## config.mk

```make
export PLATFORM = sky130hd
export DESIGN_NAME = pointer_packet_cursor_tracker_core
export DESIGN_NICKNAME = d
export VERILOG_FILES = /design/src/rtl/core/pptrk_pkg.sv /design/src/rtl/core/pointer_packet_cursor_tracker_core.sv /design/src/rtl/core/pptrk_csr.sv /design/src/rtl/core/pptrk_decoder.sv
export SDC_FILE = /design/constraint.sdc
export NUM_CORES = 1
export LEC_CHECK = 0
export BUFFER_PORTS_ARGS = -buffer_cell sky130_fd_sc_hd__buf_2
export CORE_MARGIN = 10
export CORE_UTILIZATION = 35
export DETAILED_ROUTE_END_ITERATION = 6
export PLACE_DENSITY = 0.57
export SLEW_MARGIN = 25
export SYNTH_ARGS = -nofsm -noshare
export SYNTH_HDL_FRONTEND = slang
export SYNTH_SLANG_ARGS = --single-unit
```

## constraint.sdc

```tcl
create_clock -name clock -period 4.1 [get_ports clock]
set_clock_uncertainty 0.1 [all_clocks]
set_input_delay 0.82 -clock clock [delete_from_list [all_inputs] [get_ports clock]]
set_output_delay 0.82 -clock clock [all_outputs]
set_load 0.02 [all_outputs]
```

## src/rtl/core/pptrk_pkg.sv

```systemverilog
// ----------------------------------------------------------------------------
// pptrk_pkg
// Shared types and constants of the pointer packet cursor tracker.
// ----------------------------------------------------------------------------
`default_nettype none

package pptrk_pkg;

   // Cursor coordinate width used when the top level is not told otherwise.
   localparam int COORD_WIDTH_DEFAULT = 12;

   // Screen size registers.
   localparam int SIZE_WIDTH = 13;
   localparam logic [SIZE_WIDTH-1:0] SCREEN_WIDTH_RESET  = 13'd1024;
   localparam logic [SIZE_WIDTH-1:0] SCREEN_HEIGHT_RESET = 13'd768;

   // Register port.
   localparam int CSR_ADDR_WIDTH = 3;
   localparam int CSR_DATA_WIDTH = 32;
   localparam logic REG_SCREEN_WIDTH  = 1'b0;
   localparam logic REG_SCREEN_HEIGHT = 1'b1;

   // Header byte bit positions.
   localparam int HDR_LEFT_BIT   = 0;
   localparam int HDR_RIGHT_BIT  = 1;
   localparam int HDR_MIDDLE_BIT = 2;
   localparam int HDR_SYNC_BIT   = 3;
   localparam int HDR_XSIGN_BIT  = 4;
   localparam int HDR_YSIGN_BIT  = 5;

   typedef struct packed {
      logic [SIZE_WIDTH-1:0] screen_width;
      logic [SIZE_WIDTH-1:0] screen_height;
   } cfg_type;

endpackage

`default_nettype wire

```

## src/rtl/core/pointer_packet_cursor_tracker_core.sv

```systemverilog
// ----------------------------------------------------------------------------
// pointer_packet_cursor_tracker_core
// Frames three-byte pointing-device packets and tracks a clamped cursor.
// ----------------------------------------------------------------------------
// The block takes one byte beat per clock while req_stall is low. Each
// accepted byte is held in an input register, then the framer and the
// cursor update act on it, and the result of a packet is written from
// there into the output register that drives the rsp channel. A result
// held by rsp_stall stays in the output register; one more byte is accepted
// into the input register while it waits, and req_stall rises only while
// both registers are occupied and the output is stalled. Bytes with
// req_aux_data low are dropped, as are headers without their sync bit. The
// screen size registers are at byte addresses 0 (width) and 4 (height) and
// should be written only while the block is idle.
// ----------------------------------------------------------------------------
`default_nettype none

module pointer_packet_cursor_tracker_core #(
   parameter int COORD_WIDTH = pptrk_pkg::COORD_WIDTH_DEFAULT
) (
   input  wire                                  clock,
   input  wire                                  reset,
   input  wire                                  req_valid,
   output logic                                 req_stall,
   input  wire  [7:0]                           req_data_byte,
   input  wire                                  req_aux_data,
   output logic                                 rsp_valid,
   input  wire                                  rsp_stall,
   output logic [COORD_WIDTH-1:0]               rsp_cursor_x,
   output logic [COORD_WIDTH-1:0]               rsp_cursor_y,
   output logic [2:0]                           rsp_buttons,
   input  wire                                  psel,
   input  wire                                  penable,
   input  wire                                  pwrite,
   input  wire  [pptrk_pkg::CSR_ADDR_WIDTH-1:0] paddr,
   input  wire  [pptrk_pkg::CSR_DATA_WIDTH-1:0] pwdata,
   output logic [pptrk_pkg::CSR_DATA_WIDTH-1:0] prdata,
   output logic                                 pready
);
   import pptrk_pkg::*;

   cfg_type                cfg;
   logic                   in_valid_ff, in_valid_in;
   logic [7:0]             in_byte_ff,  in_byte_in;
   logic                   in_aux_ff,   in_aux_in;
   logic                   out_free;
   logic                   step;
   logic                   result_valid;
   logic [COORD_WIDTH-1:0] cursor_x;
   logic [COORD_WIDTH-1:0] cursor_y;
   logic [2:0]             buttons;
   logic                   rsp_valid_ff, rsp_valid_in;
   logic [COORD_WIDTH-1:0] rsp_x_ff,     rsp_x_in;
   logic [COORD_WIDTH-1:0] rsp_y_ff,     rsp_y_in;
   logic [2:0]             rsp_btn_ff,   rsp_btn_in;

   pptrk_csr u_csr (
      .clock   (clock),
      .reset   (reset),
      .psel    (psel),
      .penable (penable),
      .pwrite  (pwrite),
      .paddr   (paddr),
      .pwdata  (pwdata),
      .prdata  (prdata),
      .pready  (pready),
      .cfg     (cfg)
   );

   // The held byte moves on whenever the output register is empty or is
   // being emptied in this cycle.
   assign out_free  = !rsp_valid_ff || !rsp_stall;
   assign step      = in_valid_ff && out_free;
   assign req_stall = in_valid_ff && !out_free;

   always_comb begin
      in_valid_in = in_valid_ff;
      in_byte_in  = in_byte_ff;
      in_aux_in   = in_aux_ff;
      if (!req_stall) begin
         in_valid_in = req_valid;
         in_byte_in  = req_data_byte;
         in_aux_in   = req_aux_data;
      end
   end

   pptrk_decoder #(
      .COORD_WIDTH (COORD_WIDTH)
   ) u_decoder (
      .clock        (clock),
      .reset        (reset),
      .step         (step),
      .data_byte    (in_byte_ff),
      .aux_data     (in_aux_ff),
      .cfg          (cfg),
      .result_valid (result_valid),
      .cursor_x     (cursor_x),
      .cursor_y     (cursor_y),
      .buttons      (buttons)
   );

   always_comb begin
      rsp_valid_in = rsp_valid_ff && rsp_stall;
      rsp_x_in     = rsp_x_ff;
      rsp_y_in     = rsp_y_ff;
      rsp_btn_in   = rsp_btn_ff;
      if (result_valid) begin
         rsp_valid_in = 1'b1;
         rsp_x_in     = cursor_x;
         rsp_y_in     = cursor_y;
         rsp_btn_in   = buttons;
      end
   end

   always_ff @(posedge clock) begin
      if (reset) begin
         in_valid_ff  <= 1'b0;
         rsp_valid_ff <= 1'b0;
      end else begin
         in_valid_ff  <= in_valid_in;
         rsp_valid_ff <= rsp_valid_in;
      end
   end

   always_ff @(posedge clock) begin
      in_byte_ff <= in_byte_in;
      in_aux_ff  <= in_aux_in;
      rsp_x_ff   <= rsp_x_in;
      rsp_y_ff   <= rsp_y_in;
      rsp_btn_ff <= rsp_btn_in;
   end

   assign rsp_valid    = rsp_valid_ff;
   assign rsp_cursor_x = rsp_x_ff;
   assign rsp_cursor_y = rsp_y_ff;
   assign rsp_buttons  = rsp_btn_ff;

endmodule

`default_nettype wire

```

## src/rtl/core/pptrk_csr.sv

```systemverilog
// ----------------------------------------------------------------------------
// pptrk_csr
// Screen size registers behind the APB-style register port.
// ----------------------------------------------------------------------------
`default_nettype none

module pptrk_csr (
   input  wire                                  clock,
   input  wire                                  reset,
   input  wire                                  psel,
   input  wire                                  penable,
   input  wire                                  pwrite,
   input  wire  [pptrk_pkg::CSR_ADDR_WIDTH-1:0] paddr,
   input  wire  [pptrk_pkg::CSR_DATA_WIDTH-1:0] pwdata,
   output logic [pptrk_pkg::CSR_DATA_WIDTH-1:0] prdata,
   output logic                                 pready,
   output pptrk_pkg::cfg_type                   cfg
);
   import pptrk_pkg::*;

   cfg_type cfg_ff;
   cfg_type cfg_in;
   logic    wr_en;
   logic    reg_sel;

   // Registers sit on 4-byte boundaries; the low address bits are not decoded.
   assign reg_sel = paddr[2];
   assign wr_en   = psel && penable && pwrite && pready;
   assign pready  = 1'b1;

   always_comb begin
      cfg_in = cfg_ff;
      if (wr_en) begin
         case (reg_sel)
            REG_SCREEN_WIDTH:  cfg_in.screen_width  = pwdata[SIZE_WIDTH-1:0];
            REG_SCREEN_HEIGHT: cfg_in.screen_height = pwdata[SIZE_WIDTH-1:0];
            default:           cfg_in = cfg_ff;
         endcase
      end
   end

   always_ff @(posedge clock) begin
      if (reset) begin
         cfg_ff.screen_width  <= SCREEN_WIDTH_RESET;
         cfg_ff.screen_height <= SCREEN_HEIGHT_RESET;
      end else begin
         cfg_ff <= cfg_in;
      end
   end

   always_comb begin
      prdata = '0;
      case (reg_sel)
         REG_SCREEN_WIDTH:  prdata[SIZE_WIDTH-1:0] = cfg_ff.screen_width;
         REG_SCREEN_HEIGHT: prdata[SIZE_WIDTH-1:0] = cfg_ff.screen_height;
         default:           prdata = '0;
      endcase
   end

   assign cfg = cfg_ff;

endmodule

`default_nettype wire

```

## src/rtl/core/pptrk_decoder.sv

```systemverilog
// ----------------------------------------------------------------------------
// pptrk_decoder
// Packet framer, button decode and clamped cursor update for one byte.
// ----------------------------------------------------------------------------
`default_nettype none

module pptrk_decoder #(
   parameter int COORD_WIDTH = pptrk_pkg::COORD_WIDTH_DEFAULT
) (
   input  wire                      clock,
   input  wire                      reset,
   input  wire                      step,
   input  wire  [7:0]               data_byte,
   input  wire                      aux_data,
   input  pptrk_pkg::cfg_type       cfg,
   output logic                     result_valid,
   output logic [COORD_WIDTH-1:0]   cursor_x,
   output logic [COORD_WIDTH-1:0]   cursor_y,
   output logic [2:0]               buttons
);
   import pptrk_pkg::*;

   // Signed working width that holds the position plus a 9-bit move and
   // any screen size limit.
   localparam int SW = (COORD_WIDTH + 2 > SIZE_WIDTH + 1) ? COORD_WIDTH + 2 : SIZE_WIDTH + 1;
   localparam logic signed [SW-1:0] COORD_MAX = SW'((2 ** COORD_WIDTH) - 1);

   typedef enum logic [1:0] {
      PH_HEADER,
      PH_XMOVE,
      PH_YMOVE
   } phase_type;

   phase_type              phase_ff,  phase_in;
   logic [7:0]             header_ff, header_in;
   logic [7:0]             xmove_ff,  xmove_in;
   logic [COORD_WIDTH-1:0] pos_x_ff,  pos_x_in;
   logic [COORD_WIDTH-1:0] pos_y_ff,  pos_y_in;
   logic [2:0]             buttons_ff, buttons_in;

   logic                   take;
   logic                   last_byte;
   logic [8:0]             dx;
   logic [8:0]             dy;
   logic signed [SW-1:0]   sum_x;
   logic signed [SW-1:0]   sum_y;
   logic signed [SW-1:0]   top_x;
   logic signed [SW-1:0]   top_y;
   logic [2:0]             new_buttons;
   logic [COORD_WIDTH-1:0] new_x;
   logic [COORD_WIDTH-1:0] new_y;

   function automatic logic signed [SW-1:0] limit_of(input logic [SIZE_WIDTH-1:0] size);
      logic [SIZE_WIDTH-1:0] size_m1;
      logic signed [SW-1:0]  lim;
      begin
         // A zero size behaves as a one-pixel screen.
         size_m1 = (size == '0) ? '0 : size - 1'b1;
         lim     = signed'({{(SW - SIZE_WIDTH){1'b0}}, size_m1});
         return (lim > COORD_MAX) ? COORD_MAX : lim;
      end
   endfunction

   function automatic logic [COORD_WIDTH-1:0] clamp(input logic signed [SW-1:0] v,
                                                    input logic signed [SW-1:0] top);
      begin
         if (v < 0) begin
            return '0;
         end else if (v > top) begin
            return top[COORD_WIDTH-1:0];
         end else begin
            return v[COORD_WIDTH-1:0];
         end
      end
   endfunction

   assign take      = step && aux_data;
   assign last_byte = (phase_ff == PH_YMOVE);

   assign dx = {header_ff[HDR_XSIGN_BIT], xmove_ff};
   assign dy = {header_ff[HDR_YSIGN_BIT], data_byte};

   assign sum_x = signed'({{(SW - COORD_WIDTH){1'b0}}, pos_x_ff}) + {{(SW - 9){dx[8]}}, dx};
   assign sum_y = signed'({{(SW - COORD_WIDTH){1'b0}}, pos_y_ff}) - {{(SW - 9){dy[8]}}, dy};
   assign top_x = limit_of(cfg.screen_width);
   assign top_y = limit_of(cfg.screen_height);
   assign new_x = clamp(sum_x, top_x);
   assign new_y = clamp(sum_y, top_y);

   assign new_buttons = {header_ff[HDR_LEFT_BIT], header_ff[HDR_MIDDLE_BIT],
                         header_ff[HDR_RIGHT_BIT]};

   always_comb begin
      phase_in   = phase_ff;
      header_in  = header_ff;
      xmove_in   = xmove_ff;
      pos_x_in   = pos_x_ff;
      pos_y_in   = pos_y_ff;
      buttons_in = buttons_ff;
      if (take) begin
         case (phase_ff)
            PH_XMOVE: begin
               xmove_in = data_byte;
               phase_in = PH_YMOVE;
            end
            PH_YMOVE: begin
               phase_in   = PH_HEADER;
               pos_x_in   = new_x;
               pos_y_in   = new_y;
               buttons_in = new_buttons;
            end
            default: begin
               // A header without its sync bit is dropped to regain framing.
               header_in = data_byte;
               phase_in  = data_byte[HDR_SYNC_BIT] ? PH_XMOVE : PH_HEADER;
            end
         endcase
      end
   end

   always_ff @(posedge clock) begin
      if (reset) begin
         phase_ff   <= PH_HEADER;
         header_ff  <= '0;
         xmove_ff   <= '0;
         pos_x_ff   <= '0;
         pos_y_ff   <= '0;
         buttons_ff <= '0;
      end else begin
         phase_ff   <= phase_in;
         header_ff  <= header_in;
         xmove_ff   <= xmove_in;
         pos_x_ff   <= pos_x_in;
         pos_y_ff   <= pos_y_in;
         buttons_ff <= buttons_in;
      end
   end

   assign result_valid = take && last_byte;
   assign cursor_x     = pos_x_in;
   assign cursor_y     = pos_y_in;
   assign buttons      = buttons_in;

endmodule

`default_nettype wire

```

==> results of run 1 <==
## path summary, 6_finish.rpt
check                                         to  slack, ns  cells past startpoint
max                   rsp_cursor_y[10]$_DFFE_PP_       0.14                     17
min          u_decoder.header_ff[2]$_SDFFE_PP0P_       0.36                      2
max reg2reg           rsp_cursor_y[10]$_DFFE_PP_       0.14                     17
min reg2reg  u_decoder.header_ff[2]$_SDFFE_PP0P_       0.36                      2
## critical path, cell delays in order (launching register included)
cell	delay (ns)
edfxtp_1	0.45
inv_2	0.10
ha_4	0.21
buf_6	0.12
and4_1	0.20
o311a_1	0.36
o31a_1	0.28
xnor2_2	0.21
inv_2	0.07
ha_4	0.24
a21o_1	0.18
a21oi_2	0.14
o211ai_1	0.14
o21ai_4	0.31
buf_6	0.16
nor2_2	0.03
a31o_1	0.23
a22o_1	0.18
## layout by cell type, fill, tap and decap left out, types with 18 or more instances in the layout
cell / netlist / layout
a21o_1: 18 / 18
a21oi_1: 72 / 60
buf_2: 0 / 71
buf_4: 21 / 35
conb_1: 2 / 22
dfxtp_1: 70 / 70
edfxtp_1: 36 / 36
ha_1: 56 / 51
inv_1: 50 / 47
nand2_1: 126 / 125
nand3_1: 26 / 26
nor2_1: 36 / 35
o21ai_1: 36 / 35
xnor2_1: 20 / 18
## flip-flops by register name, summed over array words and instances (netlist names), 2 cells and up
name	flops
u_csr.cfg	26
rsp_cursor_x	12
rsp_cursor_y	12
u_decoder.pos_x_ff	12
u_decoder.pos_y_ff	12
in_byte_ff	8
u_decoder.xmove_ff	8
u_decoder.header_ff	5
rsp_buttons	3
u_decoder.buttons_ff	3
u_decoder.phase_ff	2
## power by group
part	total, uW	leakage (uW)	internal (uW)	switching, uW
Clock	867	0.000143	429	438
Sequential	1110	0.000975	1090	17.0
Combinational	395	0.00247	165	229
## cells by family after synthesis
| family | synth area share, % |
|---|---|
| xor+xnor | 3.99 |
| simple gates | 18.5 |
| mux | 3.96 |
| compound gates | 18.9 |
| fa+ha+maj | 11.0 |
| buf+inv | 6.98 |
| flops | 36.5 |
| other cells | 0.110 |
## metal layers
metal | vias up | share of wire [%]
met3 | 16 | 5.3
li1 | 2949 | -
met5 | - | 0.073
met2 | 143 | 40
met1 | 2627 | 53
met4 | 2 | 1.2
## what timing repair did
item                       in CTS  in global routing
gates resized for setup         3                 57
pin swaps                       3                 14
setup endpoints to repair       8                 44
buffers inserted                0                  2
hold endpoints to repair        0                  0
## area by class of cell
class                           instances  area share [%]
Clock buffer                            9            2.76
Clock inverter                          7           0.845
Inverter                               50            2.30
Multi-Input combinational cell        606            51.2
Sequential cell                       106            30.5
Tap cell                              260            3.99
Timing Repair Buffer                  111            8.39
## stage by stage
step | power, uW | setup TNS, ns | utilization [%]
floorplan | 1380 | 0 | -
global placement | 1480 | -0.0238 | 40.0
detailed placement | 1480 | -0.109 | 40.0
CTS | 2340 | 0 | 41.6
global route | 2470 | -0.0484 | 43.1
finish | 2370 | 0 | 43.1
==> out/metrics.cfg, run 1 <==
[run_status]
status = finished, final reports clean

[clock_network]
clockBufferDepth = 2
h-tree-depth = 3
clock_sinks = 106
cts_root_buf = clkbuf_16
clk_latency_ns = 0.35
cts_buffers = 9
cts_tree = done
clk_pin_slew_worst_paths_ns = 0.08
cts_hold_buf = 0

[synth]
synth-seq-cells = 106
synth_cell_type_count = 65
synth-main-ff-cell = dfxtp_1
synth_top_area_cell = dfxtp_1
yosys_warnings = 0
synth_top_area_share_pct = 20.6
ys_async_sr_fraction_pct = 0
synth.most_common_cell = nand2_1
yosys-top-cells-count = 126 x nand2_1, 72 x a21oi_1, 70 x dfxtp_1
synth_area_leaders = dfxtp_1 21%, edfxtp_1 16%, ha_1 10%
syn_area_mm2 = 0.00680
syn_avg_cell_area_um2 = 8.60
ys_seq_area_share_pct = 36.5
synth-edff-count = 36
syn_inst = 790

[place]
hpwlAfterDp_um = 13900
portBuffers = 71
placed_cells = 1131
pre_cts_ws_ns = -0.0476
place_area_mm2 = 0.00756
gp_congestion = 0.842

[timing]
hold_slack_ns = 0.356
setup_viol = 0
finalCritPeriodShare_pct = 96.5
fmax_mhz = 253
slew_headroom_pct = 39.3
finalMaxSlewViolations = 0
tightestPinTransition_ns = 0.907
setup_ws_ns = 0.144
period_needed_ns = 3.96
finalHoldViolCount = 0
grt_setup_unrepaired = true

[routing]
wl_per_cell_um = 15.5
viasPerCell = 4.99
vias = 5737
totalWireLength_um = 17800
first_pass_iters = 5
post-route-drc-count = 0
dr.first_iter.drc_count = 352
ant_nets = 0

[pwr]
ir_drop_v = 0.000199
p_leak_uw = 0.00359
pwr_density_cell_mw_per_mm2 = 291

[global_routing]
use_met1_pct = 20.9
grt_pass1_vias = 5428
grt_usage_pct = 13.7
grt_max_degree = 51
antenna_found_initial = 1
global_route.overflow_total = 0
grt_pass1_wl_um = 28800
top_usage_layer = met1
grtUsageMet2_pct = 18.4
gr-usage-met3_pct = 3.02

[cells_and_area]
layout-drive-gt1-share_pct = 22.5
final_cell_area_mm2 = 0.00815
multi_input_area_mm2 = 0.00417
diodes = 0
fin_nets = 993
layout.cells.non_filler = 1149
seqCellArea_mm2 = 0.00248
synthToLayoutAreaGrowth_pct = 19.9
fillers = 1983

[setup_path]
rr_startpoint = in_byte_ff[5]$_DFFE_PN_
start_kind = register
cp.required_ns = 4.10
end_kind = register
crit_path_max_fanout = 7
crit_start = in_byte_ff[5]$_DFFE_PN_
critPathArrivalTime_ns = 3.96
crit_type = reg2reg

[floorplan]
core_area_mm2 = 0.0189
chipHeight_um = 159
die_w_um = 159
std_cell_rows = 50
die_area_mm2 = 0.0254
pin_count = 113
start_util_pct = 36.0

[job]
drv_cap = 0

[worst_hold_path]
min_path_type = reg2reg
worstHoldStart = u_decoder.header_ff[2]$_SDFFE_PP0P_

Note: power is estimated with default switching activity, not from simulation.
==> inputs of run 2 (changes only) <==
--- a/config.mk
+++ b/config.mk
@@ -5,6 +5,7 @@
 export SDC_FILE = /design/constraint.sdc
 export NUM_CORES = 1
 export LEC_CHECK = 0
+export ABC_AREA = 1
 export BUFFER_PORTS_ARGS = -buffer_cell sky130_fd_sc_hd__buf_2
 export CORE_MARGIN = 10
 export CORE_UTILIZATION = 35
==> run 2 against run 1 <==
Compared with the run above:
- cell count rose by 12%
- synthesized area rose by 6.1%
- clock power fell by 2.3%
- utilization fell by 3.4 points
- maximum frequency rose by 4.3%
- highest routed layer is now met4
==> out/metrics.cfg, run 2 <==
[run_status]
status = finished, final reports clean

[global_routing]
grt_pass1_vias = 5897
antenna_found_initial = 0
grt_pass1_wl_um = 29600
global_route.overflow_total = 0
grt_usage_pct = 13.7
grt_max_degree = 43

[synth]
yosys-top-cells-count = 193 x nand2_1, 130 x inv_1, 77 x a21oi_1
ys_async_sr_fraction_pct = 0
synth-main-ff-cell = dfxtp_1
syn_area_mm2 = 0.00721
synth-seq-cells = 106
synth-edff-count = 36
synth_area_leaders = dfxtp_1 19%, edfxtp_1 15%, nand2_1 10%
syn_avg_cell_area_um2 = 7.60
synth_top_area_share_pct = 19.4
yosys_warnings = 0
synth_cell_type_count = 42
synth_top_area_cell = dfxtp_1
ys_seq_area_share_pct = 34.4
synth.most_common_cell = nand2_1
syn_inst = 949

[cells_and_area]
diodes = 0
fin_nets = 1122
seqCellArea_mm2 = 0.00248
fillers = 2128
layout.cells.non_filler = 1288
layout_common_cells = 193 x nand2_1, 130 x inv_1, 77 x a21oi_1
layout-drive-gt1-share_pct = 18.0
multi_input_area_mm2 = 0.00401
layout_commonest_cell = nand2_1
synthToLayoutAreaGrowth_pct = 11.6
largest_reg_flops = 26
final_util_pct = 39.8

[worst_hold_path]
min_path_type = reg2reg

[routing]
dr.first_iter.drc_count = 337
first_pass_iters = 5
wl_met3_um = 1090
routed-wl-met2_um = 7700
vias = 6049
viasPerCell = 4.70
top_layer_used = met4
wl_per_cell_um = 14.1
totalWireLength_um = 18200
post-route-drc-count = 0
ant_nets = 0
m1WireLength_um = 9290

[floorplan]
start_util_pct = 35.6
std_cell_rows = 52
chipHeight_um = 164
die_area_mm2 = 0.0267
pin_count = 113
die_w_um = 164
core_area_mm2 = 0.0202

[setup_path]
critPathArrivalTime_ns = 3.80
start_kind = register
cp_common_cell = nand2_1
cp.required_ns = 4.11
path_buf_inv = 2
crit_chain = ha_1 -> fa_1 -> nor3_1 -> nor2_1 -> o21bai_1 -> xor2_2 -> inv_1 -> ha_1 -> nand2_1 -> nor2_1 -> nand3_1 -> nand3_1 -> nand2_1 -> nand2_1 -> nand2_1 -> nand2_1 -> buf_4 -> nand3_1 -> nand3_2 -> nand2_1
crit_type = reg2reg
cp_slowest_cell = edfxtp_1
crit_path_max_fanout = 6
end_kind = register
crit_path_max_incr_delay_ns = 0.47
path_delay_family = simple AND/OR/NAND/NOR gates

[timing]
setup_viol = 0
finalCritPeriodShare_pct = 92.5
tightestPinTransition_ns = 0.780
period_needed_ns = 3.79
finalMaxSlewViolations = 0
finalHoldViolCount = 0
setup_ws_ns = 0.307
fmax_mhz = 264
slew_headroom_pct = 48.0
fin_setup_tns_ns = 0

[clock_network]
cts_tree = done
cts_root_buf = clkbuf_16
clk_pin_slew_worst_paths_ns = 0.07
clockBufferDepth = 2
cts_buffers = 9
clock_sinks = 106
clk_latency_ns = 0.36
h-tree-depth = 3

[place]
hpwlAfterDp_um = 14400
portBuffers = 71
placed_cells = 1271
pre_cts_ws_ns = 0.321
gp_congestion = 0.867

[pwr]
ir_drop_v = 0.000177
pwr_density_cell_mw_per_mm2 = 293
p_leak_uw = 0.00401

[job]
drv_cap = 0

==> run 2: timing repair <==
item,in CTS,in global routing
setup buffers,0,0
hold buffers,0,0
setup endpoints to repair,0,9
resized for setup,0,2
==> run 2: layout make-up <==
class	instances	area share, %
tap	270	4.20
inverter	135	6.30
multi-input combinational	681	49.8
timing repair buffer	80	5.41
sequential	106	30.9
clock inverter	6	0.622
clock buffer	10	2.85
==> run 2: worst register-to-register path, delay by kind of cell (launching register included) <==
family,cells,cell delay (ns)
AOI/OAI and AO/OA,1,0.23
xor gates and xnor gates,1,0.23
adders and majority gates,3,0.99
and+or+nand+nor,13,1.29
DFF,1,0.47
buffers and inverters,2,0.23
==> run 2: worst paths after layout <==
path	from	endpoint	slack (ns)	cells after the start
min reg2reg	u_decoder.header_ff[0]$_SDFFE_PP0P_	u_decoder.header_ff[0]$_SDFFE_PP0P_	0.37	2
max reg2reg	in_byte_ff[0]$_DFFE_PN_	rsp_cursor_y[5]$_DFFE_PP_	0.31	20
max	in_byte_ff[0]$_DFFE_PN_	rsp_cursor_y[5]$_DFFE_PP_	0.31	20
min	u_decoder.header_ff[0]$_SDFFE_PP0P_	u_decoder.header_ff[0]$_SDFFE_PP0P_	0.37	2
==> run 2: metal layers <==
layer	track usage, %	vias up
met1	19.2	2719
met2	20.7	133
met4	2.80	0
met3	3.47	8
li1	-	3189
met5	0	-
==> run 2: stage by stage <==
step | power [uW] | hold slack, ns | cell area, um2
floorplan | 1450 | 0.341 | 7290
global placement | 1530 | 0.354 | 7750
detailed placement | 1530 | 0.357 | 7750
CTS | 2380 | 0.369 | 8030
global route | 2480 | 0.391 | 8050
finish | 2360 | 0.368 | 8050
==> run 2: power breakdown <==
| part | total (uW) | internal [uW] | switching (uW) |
|---|---|---|---|
| combinational | 394 | 131 | 263 |
| sequential | 1110 | 1100 | 18.2 |
| clock | 847 | 421 | 426 |
==> run 2: kinds of logic (layout without fill, tap and decap cells) <==
| kind of cell | after synthesis | after routing | synth area share (%) |
|---|---|---|---|
| AOI/OAI and AO/OA | 176 | 176 | 13.8 |
| other | 2 | 22 | 0.104 |
| xor gates and xnor gates | 33 | 33 | 4.01 |
| and+or+nand+nor | 391 | 392 | 26.1 |
| adders and majority gates | 58 | 58 | 10.3 |
| DFF | 106 | 106 | 34.4 |
| buffers and inverters | 183 | 231 | 11.4 |
